**config.mk**
```make
export PLATFORM = sky130hd
export DESIGN_NAME = waveform_peak_column_decimator_unit_flat
export DESIGN_NICKNAME = d
export VERILOG_FILES = /design/src/hdl/wpcd_pkg.sv /design/src/hdl/wpcd_in_if.sv /design/src/hdl/wpcd_out_if.sv /design/src/hdl/wpcd_cfg_if.sv /design/src/hdl/wpcd_cfg_regs.sv /design/src/hdl/wpcd_peak_core.sv /design/src/hdl/waveform_peak_column_decimator_unit.sv /design/src/flat_wrapper.sv
export SDC_FILE = /design/constraint.sdc
export NUM_CORES = 1
export LEC_CHECK = 0
export ABC_AREA = 1
export BUFFER_PORTS_ARGS = -buffer_cell sky130_fd_sc_hd__buf_2
export CELL_PAD_IN_SITES_DETAIL_PLACEMENT = 1
export CELL_PAD_IN_SITES_GLOBAL_PLACEMENT = 1
export CORE_UTILIZATION = 35
export DETAILED_ROUTE_END_ITERATION = 6
export GPL_ROUTABILITY_DRIVEN = 0
export HOLD_SLACK_MARGIN = 0.15
export PLACE_DENSITY_LB_ADDON = 0.25
export SLEW_MARGIN = 20
export SYNTH_ARGS = -nofsm -noshare
export SYNTH_HDL_FRONTEND = slang
export SYNTH_SLANG_ARGS = --single-unit
```
**constraint.sdc**
```tcl
create_clock -name clk -period 5.8 [get_ports clk]
set_clock_uncertainty 0.2 [all_clocks]
set_input_delay 0.58 -clock clk [delete_from_list [all_inputs] [get_ports clk]]
set_output_delay 0.58 -clock clk [all_outputs]
set_load 0.05 [all_outputs]
```
**src/hdl/wpcd_pkg.sv**
```systemverilog
// ----------------------------------------------------------------------------
// wpcd_pkg: shared types and constants
// Field widths, register codes and the settings bundle passed from the
// register file to the peak datapath.
// ----------------------------------------------------------------------------
`default_nettype none

package wpcd_pkg;

  localparam int FRAME_W     = 31;
  localparam int COLUMN_W    = 11;
  localparam int CHANNEL_W   = 4;
  localparam int PROD_W      = 43;
  localparam int CFG_DATA_W  = 31;
  localparam int CFG_INDEX_W = 2;

  // register indexes on the configuration port
  typedef enum logic [CFG_INDEX_W-1:0] {
    REG_FRAME_COUNT   = 2'd0,
    REG_COLUMN_COUNT  = 2'd1,
    REG_CHANNEL_COUNT = 2'd2
  } cfg_reg_t;

  // effective (saturated) settings plus a clip restart strobe
  typedef struct packed {
    logic                 restart;
    logic [FRAME_W-1:0]   frames;
    logic [COLUMN_W-1:0]  columns;
    logic [CHANNEL_W-1:0] channels;
  } settings_t;

endpackage

`default_nettype wire

```
**src/hdl/wpcd_in_if.sv**
```systemverilog
// ----------------------------------------------------------------------------
// wpcd_in_if: sample input channel
// Valid/ready channel carrying one signed channel sample per request.
// ----------------------------------------------------------------------------
`default_nettype none

interface wpcd_in_if #(
  parameter int SAMPLE_BITS = 24
) ();
  logic                          valid;
  logic                          ready;
  logic signed [SAMPLE_BITS-1:0] sample;

  modport source (output valid, output sample, input ready);
  modport sink   (input valid, input sample, output ready);
endinterface

`default_nettype wire

```
**src/hdl/wpcd_out_if.sv**
```systemverilog
// ----------------------------------------------------------------------------
// wpcd_out_if: column result channel
// Valid/ready channel carrying one closed column per request.
// ----------------------------------------------------------------------------
`default_nettype none

interface wpcd_out_if #(
  parameter int SAMPLE_BITS = 24
) ();
  logic                           valid;
  logic                           ready;
  logic [wpcd_pkg::COLUMN_W-1:0]  column_index;
  logic [SAMPLE_BITS-1:0]         peak;
  logic                           last_column;

  modport source (output valid, output column_index, output peak, output last_column,
                  input ready);
  modport sink   (input valid, input column_index, input peak, input last_column,
                  output ready);
endinterface

`default_nettype wire

```
**src/hdl/wpcd_cfg_if.sv**
```systemverilog
// ----------------------------------------------------------------------------
// wpcd_cfg_if: configuration write channel
// Valid/ready channel carrying a register index and write data.
// ----------------------------------------------------------------------------
`default_nettype none

interface wpcd_cfg_if ();
  logic                            valid;
  logic                            ready;
  logic [wpcd_pkg::CFG_INDEX_W-1:0] index;
  logic [wpcd_pkg::CFG_DATA_W-1:0]  data;

  modport source (output valid, output index, output data, input ready);
  modport sink   (input valid, input index, input data, output ready);
endinterface

`default_nettype wire

```
**src/hdl/wpcd_cfg_regs.sv**
```systemverilog
// ----------------------------------------------------------------------------
// wpcd_cfg_regs: configuration registers
// Holds the raw register values and derives the saturated frame, column and
// channel counts; any write of a known register raises a restart strobe.
// ----------------------------------------------------------------------------
`default_nettype none

module wpcd_cfg_regs #(
  parameter int MAX_COLUMNS  = 2000,
  parameter int MAX_CHANNELS = 8
) (
  input  wire                  clk,
  input  wire                  rst_n,
  wpcd_cfg_if.sink             cfg_ch,
  output wpcd_pkg::settings_t  settings
);

  logic [wpcd_pkg::FRAME_W-1:0]   frame_count_r,   frame_count_nxt;
  logic [wpcd_pkg::COLUMN_W-1:0]  column_count_r,  column_count_nxt;
  logic [wpcd_pkg::CHANNEL_W-1:0] channel_count_r, channel_count_nxt;
  logic                           wr_hit;

  logic [wpcd_pkg::FRAME_W-1:0]   eff_frames;
  logic [wpcd_pkg::COLUMN_W-1:0]  eff_columns;
  logic [wpcd_pkg::CHANNEL_W-1:0] eff_channels;

  assign cfg_ch.ready = 1'b1;

  always_comb begin
    frame_count_nxt   = frame_count_r;
    column_count_nxt  = column_count_r;
    channel_count_nxt = channel_count_r;
    wr_hit            = 1'b0;
    if (cfg_ch.valid) begin
      case (wpcd_pkg::cfg_reg_t'(cfg_ch.index))
        wpcd_pkg::REG_FRAME_COUNT: begin
          frame_count_nxt = cfg_ch.data[wpcd_pkg::FRAME_W-1:0];
          wr_hit          = 1'b1;
        end
        wpcd_pkg::REG_COLUMN_COUNT: begin
          column_count_nxt = cfg_ch.data[wpcd_pkg::COLUMN_W-1:0];
          wr_hit           = 1'b1;
        end
        wpcd_pkg::REG_CHANNEL_COUNT: begin
          channel_count_nxt = cfg_ch.data[wpcd_pkg::CHANNEL_W-1:0];
          wr_hit            = 1'b1;
        end
        default: wr_hit = 1'b0;
      endcase
    end
  end

  // saturation from the next values, so a restart sees the new settings
  always_comb begin
    eff_frames = (frame_count_nxt == '0) ? wpcd_pkg::FRAME_W'(1) : frame_count_nxt;

    eff_columns = (column_count_nxt == '0) ? wpcd_pkg::COLUMN_W'(1) : column_count_nxt;
    if (32'(eff_columns) > 32'(MAX_COLUMNS))
      eff_columns = wpcd_pkg::COLUMN_W'(MAX_COLUMNS);
    if (wpcd_pkg::FRAME_W'(eff_columns) > eff_frames)
      eff_columns = eff_frames[wpcd_pkg::COLUMN_W-1:0];

    eff_channels = (channel_count_nxt == '0) ? wpcd_pkg::CHANNEL_W'(1) : channel_count_nxt;
    if (32'(eff_channels) > 32'(MAX_CHANNELS))
      eff_channels = wpcd_pkg::CHANNEL_W'(MAX_CHANNELS);
  end

  always_ff @(posedge clk) begin
    if (!rst_n) begin
      frame_count_r   <= wpcd_pkg::FRAME_W'(1);
      column_count_r  <= wpcd_pkg::COLUMN_W'(1);
      channel_count_r <= wpcd_pkg::CHANNEL_W'(1);
    end else begin
      frame_count_r   <= frame_count_nxt;
      column_count_r  <= column_count_nxt;
      channel_count_r <= channel_count_nxt;
    end
  end

  assign settings.restart  = wr_hit;
  assign settings.frames   = eff_frames;
  assign settings.columns  = eff_columns;
  assign settings.channels = eff_channels;

endmodule

`default_nettype wire

```
**src/hdl/wpcd_peak_core.sv**
```systemverilog
// ----------------------------------------------------------------------------
// wpcd_peak_core: peak envelope datapath
// Input register, magnitude and running max, column-end test on running
// products, and the result register.
// ----------------------------------------------------------------------------
`default_nettype none

module wpcd_peak_core #(
  parameter int SAMPLE_BITS  = 24,
  parameter int MAX_CHANNELS = 8
) (
  input  wire                 clk,
  input  wire                 rst_n,
  input  wpcd_pkg::settings_t settings,
  wpcd_in_if.sink             in_ch,
  wpcd_out_if.source          out_ch
);

  localparam int CHPOS_W = (MAX_CHANNELS > 1) ? $clog2(MAX_CHANNELS) : 1;

  // input stage
  logic                          s1_valid_r, s1_valid_nxt;
  logic signed [SAMPLE_BITS-1:0] s1_sample_r;

  // clip state
  logic [SAMPLE_BITS-1:0]        peak_r,   peak_nxt;
  logic [wpcd_pkg::COLUMN_W-1:0] column_r, column_nxt;
  logic [CHPOS_W-1:0]            chpos_r,  chpos_nxt;
  logic [wpcd_pkg::PROD_W-1:0]   fprod_r,  fprod_nxt;
  logic [wpcd_pkg::PROD_W-1:0]   cprod_r,  cprod_nxt;

  // result stage
  logic                          out_valid_r, out_valid_nxt;
  logic [wpcd_pkg::COLUMN_W-1:0] out_index_r;
  logic [SAMPLE_BITS-1:0]        out_peak_r;
  logic                          out_last_r;

  logic                          adv;
  logic                          work;
  logic                          emit;
  logic                          is_last;
  logic [SAMPLE_BITS-1:0]        mag;
  logic [SAMPLE_BITS-1:0]        peak_upd;
  logic [CHPOS_W:0]              chpos_inc;
  logic [wpcd_pkg::PROD_W-1:0]   fprod_init;
  logic [wpcd_pkg::PROD_W-1:0]   cprod_init;

  assign adv         = !out_valid_r || out_ch.ready;
  assign work        = s1_valid_r && adv;
  assign in_ch.ready = !s1_valid_r || adv;

  // most negative code negates to full scale, which still fits unsigned
  assign mag = s1_sample_r[SAMPLE_BITS-1] ? (~s1_sample_r + SAMPLE_BITS'(1))
                                          : s1_sample_r;
  assign peak_upd  = (mag > peak_r) ? mag : peak_r;
  assign chpos_inc = {1'b0, chpos_r} + (CHPOS_W + 1)'(1);
  assign is_last   = ({1'b0, column_r} + (wpcd_pkg::COLUMN_W + 1)'(1))
                     >= {1'b0, settings.columns};

  assign fprod_init = wpcd_pkg::PROD_W'({settings.columns, 1'b0});
  assign cprod_init = wpcd_pkg::PROD_W'(settings.frames);

  always_comb begin
    peak_nxt   = peak_r;
    column_nxt = column_r;
    chpos_nxt  = chpos_r;
    fprod_nxt  = fprod_r;
    cprod_nxt  = cprod_r;
    emit       = 1'b0;
    if (settings.restart) begin
      peak_nxt   = '0;
      column_nxt = '0;
      chpos_nxt  = '0;
      fprod_nxt  = fprod_init;
      cprod_nxt  = cprod_init;
    end else if (work) begin
      peak_nxt = peak_upd;
      if (32'(chpos_inc) < 32'(settings.channels)) begin
        chpos_nxt = chpos_inc[CHPOS_W-1:0];
      end else begin
        chpos_nxt = '0;
        if (!(cprod_r < fprod_r)) begin
          fprod_nxt = fprod_r + wpcd_pkg::PROD_W'(settings.columns);
        end else begin
          emit     = 1'b1;
          peak_nxt = '0;
          if (is_last) begin
            column_nxt = '0;
            fprod_nxt  = fprod_init;
            cprod_nxt  = cprod_init;
          end else begin
            column_nxt = column_r + wpcd_pkg::COLUMN_W'(1);
            cprod_nxt  = cprod_r + wpcd_pkg::PROD_W'(settings.frames);
            fprod_nxt  = fprod_r + wpcd_pkg::PROD_W'(settings.columns);
          end
        end
      end
    end
  end

  always_comb begin
    s1_valid_nxt = s1_valid_r;
    if (in_ch.valid && in_ch.ready)
      s1_valid_nxt = 1'b1;
    else if (adv)
      s1_valid_nxt = 1'b0;

    out_valid_nxt = out_valid_r;
    if (emit)
      out_valid_nxt = 1'b1;
    else if (out_ch.ready)
      out_valid_nxt = 1'b0;
  end

  always_ff @(posedge clk) begin
    if (!rst_n) begin
      s1_valid_r  <= 1'b0;
      out_valid_r <= 1'b0;
      peak_r      <= '0;
      column_r    <= '0;
      chpos_r     <= '0;
      fprod_r     <= wpcd_pkg::PROD_W'(2);
      cprod_r     <= wpcd_pkg::PROD_W'(1);
    end else begin
      s1_valid_r  <= s1_valid_nxt;
      out_valid_r <= out_valid_nxt;
      peak_r      <= peak_nxt;
      column_r    <= column_nxt;
      chpos_r     <= chpos_nxt;
      fprod_r     <= fprod_nxt;
      cprod_r     <= cprod_nxt;
    end
  end

  always_ff @(posedge clk) begin
    if (in_ch.valid && in_ch.ready)
      s1_sample_r <= in_ch.sample;
    if (emit) begin
      out_index_r <= column_r;
      out_peak_r  <= peak_upd;
      out_last_r  <= is_last;
    end
  end

  assign out_ch.valid        = out_valid_r;
  assign out_ch.column_index = out_index_r;
  assign out_ch.peak         = out_peak_r;
  assign out_ch.last_column  = out_last_r;

endmodule

`default_nettype wire

```
**src/hdl/waveform_peak_column_decimator_unit.sv**
```systemverilog
// ----------------------------------------------------------------------------
// waveform_peak_column_decimator_unit: peak envelope column decimator
// Reduces a channel-interleaved clip to per-column absolute peaks for display.
// ----------------------------------------------------------------------------
//
//  channel  | direction | payload                              | per request
//  ---------+-----------+--------------------------------------+------------------
//  in_ch    | sink      | sample (signed Q1.23)                | one channel sample
//  out_ch   | source    | column_index, peak, last_column      | one closed column
//  cfg_ch   | sink      | index, data                          | one register write
//
//  one sample per cycle sustained while out_ch is ready; a sample passes an input register and the
//  result register, and a column shows on out_ch from the result register
//  the input register can still take a sample while a column waits in the result
//  register; a stalled output holds both stages once the input register is full
//  cfg_ch is always ready; a write of a known register restarts the clip
//  rst_n (synchronous) loads frame, column and channel counts of one each
//
`default_nettype none

module waveform_peak_column_decimator_unit #(
  parameter int MAX_COLUMNS  = 2000,
  parameter int MAX_CHANNELS = 8,
  parameter int SAMPLE_BITS  = 24
) (
  input  wire        clk,
  input  wire        rst_n,
  wpcd_in_if.sink    in_ch,
  wpcd_out_if.source out_ch,
  wpcd_cfg_if.sink   cfg_ch
);

  // magnitude of the most negative sample, the largest legal peak
  localparam logic [SAMPLE_BITS-1:0] FULL_SCALE = {1'b1, {(SAMPLE_BITS-1){1'b0}}};

  // saturated counts and restart strobe from the register file
  wpcd_pkg::settings_t settings;

  // register file: raw counts, saturation, restart on write
  wpcd_cfg_regs #(
    .MAX_COLUMNS  (MAX_COLUMNS),
    .MAX_CHANNELS (MAX_CHANNELS)
  ) u_cfg_regs (
    .clk      (clk),
    .rst_n    (rst_n),
    .cfg_ch   (cfg_ch),
    .settings (settings)
  );

  // datapath: input register, running max, product compare, result register
  wpcd_peak_core #(
    .SAMPLE_BITS  (SAMPLE_BITS),
    .MAX_CHANNELS (MAX_CHANNELS)
  ) u_peak_core (
    .clk      (clk),
    .rst_n    (rst_n),
    .settings (settings),
    .in_ch    (in_ch),
    .out_ch   (out_ch)
  );

  // an empty result register never blocks new samples
  a_ready_when_out_empty: assert property (@(posedge clk) disable iff (!rst_n)
    !out_ch.valid |-> in_ch.ready)
    else $error("input stalled with empty result register");

  // peak never exceeds full scale
  a_peak_range: assert property (@(posedge clk) disable iff (!rst_n)
    out_ch.valid |-> (out_ch.peak <= FULL_SCALE))
    else $error("peak above full scale");

  // no result survives reset
  a_reset_clears_out: assert property (@(posedge clk)
    $rose(rst_n) |-> !out_ch.valid)
    else $error("result pending right after reset");

endmodule

`default_nettype wire
```
**src/flat_wrapper.sv**
```systemverilog
// flat-port wrapper written by rule: the top's interface ports become plain ports
module waveform_peak_column_decimator_unit_flat 
#(
  parameter int MAX_COLUMNS  = 2000,
  parameter int MAX_CHANNELS = 8,
  parameter int SAMPLE_BITS  = 24
)
  (clk, rst_n, in_ch_valid, in_ch_sample, in_ch_ready, out_ch_valid, out_ch_column_index, out_ch_peak, out_ch_last_column, out_ch_ready, cfg_ch_valid, cfg_ch_index, cfg_ch_data, cfg_ch_ready);
  wpcd_in_if #(.SAMPLE_BITS(SAMPLE_BITS)) in_ch_i ();
  wpcd_out_if #(.SAMPLE_BITS(SAMPLE_BITS)) out_ch_i ();
  wpcd_cfg_if cfg_ch_i ();
  input  wire clk;
  input  wire rst_n;
  input wire logic [$bits(in_ch_i.valid)-1:0] in_ch_valid;
  input wire logic [$bits(in_ch_i.sample)-1:0] in_ch_sample;
  output wire logic [$bits(in_ch_i.ready)-1:0] in_ch_ready;
  output wire logic [$bits(out_ch_i.valid)-1:0] out_ch_valid;
  output wire logic [$bits(out_ch_i.column_index)-1:0] out_ch_column_index;
  output wire logic [$bits(out_ch_i.peak)-1:0] out_ch_peak;
  output wire logic [$bits(out_ch_i.last_column)-1:0] out_ch_last_column;
  input wire logic [$bits(out_ch_i.ready)-1:0] out_ch_ready;
  input wire logic [$bits(cfg_ch_i.valid)-1:0] cfg_ch_valid;
  input wire logic [$bits(cfg_ch_i.index)-1:0] cfg_ch_index;
  input wire logic [$bits(cfg_ch_i.data)-1:0] cfg_ch_data;
  output wire logic [$bits(cfg_ch_i.ready)-1:0] cfg_ch_ready;
  assign in_ch_i.valid = in_ch_valid;
  assign in_ch_i.sample = in_ch_sample;
  assign in_ch_ready = in_ch_i.ready;
  assign out_ch_valid = out_ch_i.valid;
  assign out_ch_column_index = out_ch_i.column_index;
  assign out_ch_peak = out_ch_i.peak;
  assign out_ch_last_column = out_ch_i.last_column;
  assign out_ch_i.ready = out_ch_ready;
  assign cfg_ch_i.valid = cfg_ch_valid;
  assign cfg_ch_i.index = cfg_ch_index;
  assign cfg_ch_i.data = cfg_ch_data;
  assign cfg_ch_ready = cfg_ch_i.ready;
  waveform_peak_column_decimator_unit #(.MAX_COLUMNS(MAX_COLUMNS), .MAX_CHANNELS(MAX_CHANNELS), .SAMPLE_BITS(SAMPLE_BITS)) u_core (.clk(clk), .rst_n(rst_n), .in_ch(in_ch_i), .out_ch(out_ch_i), .cfg_ch(cfg_ch_i));
endmodule
```
==> results_dict.tcl <==
set metrics [dict create \
    final_max_slew_viol_count 0 \
    fin_setup_tns_ns 0 \
    cpMostUsedCell "nand2_1" \
    fin_worst_hold_slack_ns 0.168 \
    timing.max_cap.violations 0 \
    detailedRoute.firstPassIterationCount 5 \
    postSynthNetCount 2998 \
    worst_setup_path_end_kind "flip-flop" \
    critical_path.max_stage_delay_ns 0.52 \
    syn-mean-instance-area_um2 6.34 \
    maximum_net_fanout_on_the_critical_path 12 \
    postSynth.asyncResetShare_pct 0 \
    synth_top_family_by_area "simple AND/OR/NAND/NOR gates" \
    ctsLongestPathBuffers 3 \
    synth.yosys.seq_area_share_pct 29.5 \
    grt.overflow.total 0 \
    chipHeight_um 227 \
    layout-drive-gt1-share_pct 9.72 \
    h_tree_lvls 1 \
    hold_path.class "in -> reg" \
    grt_pass1_wl_um 106000 \
    n_antenna_cell 0 \
    run_status "completed" \
    timing.final.setup_violations 0 \
    synth_compound_gate_area_share_pct 10.5 \
    initialDrtViolationCount 792 \
    synth.top_cells.by_area "nand2_1, dfxtp_1, edfxtp_1" \
    leading_cell_types_in_the_layout_fill_and_taps_excluded "nand2_1, inv_1, nor2_1" \
    timing_hold_violations_final 0 \
    postRouteWirelength_um 67700 \
    worst_path_arrival_ns 5.67 \
    grt_max_degree 82 \
    cts_num_sinks 232 \
    vdd_ir_drop_max_v 0.000201 \
    vias 18800 \
    insertion_delay_ns 0.60 \
    cts_tree "yes" \
    gate_count_of_the_mapped_netlist 2798 \
    finalCriticalPeriod_ns 5.39 \
    viasPerCell 5.13 \
    place.port_buffers 99 \
    row_count 82 \
    post_synth_fa_ha_maj_area_fraction_pct 9.81 \
    cts.root.buffer_cell "clkbuf_16" \
    fmax_mhz 186 \
    yosys_most_used_dff "dfxtp_1" \
    cp_slowest_cell "dlygate4sd3_1" \
    tritoncts.num_buffers 29 \
    synth_simple_gate_area_share_pct 35.8 \
    mostFrequentLayoutCell "nand2_1" \
    route.antenna.remaining_nets 0 \
    static-leakage-power_nw 10.1 \
    timing_worst_slew_pin_value_ns 1.08 \
    crit_required_ns 6.08 \
    place.detailed.hpwl_um 52300 \
    initial_utilization_pct 35.5 \
    top_level_ports 101 \
    flow.area_growth_from_synthesis_pct 17.2 \
    yosysWarningCount 0 \
    core_region_area_um2 50100 \
    timing.max_slew.rel_slack_pct 27.9 \
    min_period_over_period_pct 92.9 \
    power_density_nw_per_um2 296 \
    post_synth_xor_area_fraction_pct 3.50 \
    crit_type "in -> reg" \
    clk_transition_reported_paths_ns 0.06 \
    layout.core_utilization_pct 41.5 \
    final_nets 3162 \
    synth_mux_area_share_pct 0 \
    power_after_layout_mw 6.16 \
    syn_area_um2 17800 \
    fp.dieArea_um2 51600 \
    vias_in_the_first_global_route 19600 \
    synth-seq-cells 232 \
    drt_drc_violations_left 0 \
    wl_per_cell_um 18.5 \
    synth_top_cell_area_share_pct 20.9 \
    grt_antenna_before_repair 0 \
    synth_cell_types 50 \
    die-width_um 227 \
    track_usage_pct 26.3 \
    start_kind "primary input" \
    synth-edff-count 60 \
    synth_top_area_cell "nand2_1" \
]
==> worst max-delay path, delay by kind of cell <==
family          cells  cell delay [ns]
compound gates      5             0.97
simple gates       18             2.32
fa+ha+maj           3             0.90
buf+inv             6             0.91
==> through the flow <==
step | setup slack, ns | std cells | instance area (um2)
6_report | 0.413 | 3657 | 20800
5_1_grt | -0.0591 | 3657 | 20800
4_1_cts | 0.270 | 3657 | 20800
3_5_place_dp | -0.258 | 3567 | 19300
3_3_place_gp | 0.195 | 3567 | 19300
2_1_floorplan | 0.769 | 2798 | 17800
==> cell families after synthesis <==
kind of cell | after synthesis
AND/OR/NAND/NOR | 1545
buffers and inverters | 481
AO/OA/AOI/OAI | 330
flip-flops | 232
adder cells (fa/ha/maj) | 138
XOR/XNOR | 71
other | 1
==> final timing paths <==
check                                                  startpoint                                         endpoint  slack [ns]  cells after the start
hold reg to reg   u_core.u_cfg_regs.channel_count_r[0]$_SDFF_PN1_  u_core.u_cfg_regs.channel_count_r[0]$_SDFF_PN1_        0.27                      2
hold / removal                                    cfg_ch_data[27]   u_core.u_cfg_regs.frame_count_r[27]$_SDFF_PN0_        0.17                      5
setup reg to reg   u_core.u_cfg_regs.column_count_r[7]$_SDFF_PN0_      u_core.u_peak_core.fprod_r[32]$_SDFFE_PP0P_        0.86                     30
setup / recovery                                   cfg_ch_data[7]      u_core.u_peak_core.fprod_r[32]$_SDFFE_PP0P_        0.41                     32
==> power by group <==
group	switching, mW	internal (mW)
clock	0.823	1.31
sequential	0.109	1.79
combinational	1.47	0.656
total	2.40	3.76
==> synthesized netlist by cell type, types with 8 or more instances <==
cell type	instances
o211ai_1	20
buf_2	26
nand2_1	987
nand3_2	8
nor3_1	30
dfxtp_1	172
ha_1	136
o21ai_0	71
clkbuf_1	27
inv_2	9
o21ai_2	10
buf_4	9
nand3_1	156
xnor2_1	22
a21oi_1	187
nand4_1	39
nand2_2	16
o21a_1	9
edfxtp_1	60
nor2_1	271
xor2_1	49
inv_1	396
nand3b_1	9
==> what timing repair did <==
item                                   CTS  global route
setup buffers                            0             0
hold buffers                            36             0
endpoints found under the hold margin   36             0
setup endpoints to repair                0            16
resized for setup                        0             5
==> layer usage <==
layer	global-route usage [%]	wire length, um
met1	33.8	30300
met2	45.7	32400
met5	0	0
met3	2.47	2610
met4	9.35	2430
==> flip-flops by register name (all words and copies together), names as in the netlist <==
signal / flops
u_core.u_cfg_regs.column_count_r: 11
u_core.u_peak_core.out_ch.peak: 24
u_core.u_peak_core.fprod_r: 43
u_core.u_peak_core.peak_r: 24
u_core.u_peak_core.cprod_r: 43
u_core.u_peak_core.out_ch.last_column: 1
u_core.u_peak_core.s1_sample_r: 24
u_core.u_peak_core.out_ch.valid: 1
u_core.u_peak_core.s1_valid_r: 1
u_core.u_peak_core.column_r: 11
u_core.u_cfg_regs.frame_count_r: 31
u_core.u_peak_core.chpos_r: 3
u_core.u_peak_core.out_ch.column_index: 11
u_core.u_cfg_regs.channel_count_r: 4
==> layout make-up <==
cell class | count | area [um2]
flip-flops and latches | 232 | 5250
inverters | 406 | 1520
multi-input cells | 2085 | 10600
clock buffers | 36 | 812
clock inverters | 18 | 295
repair buffers | 208 | 1470
fillers | 6710 | 29300
well taps | 672 | 841
No activity file was read; power rests on OpenSTA's default activity.
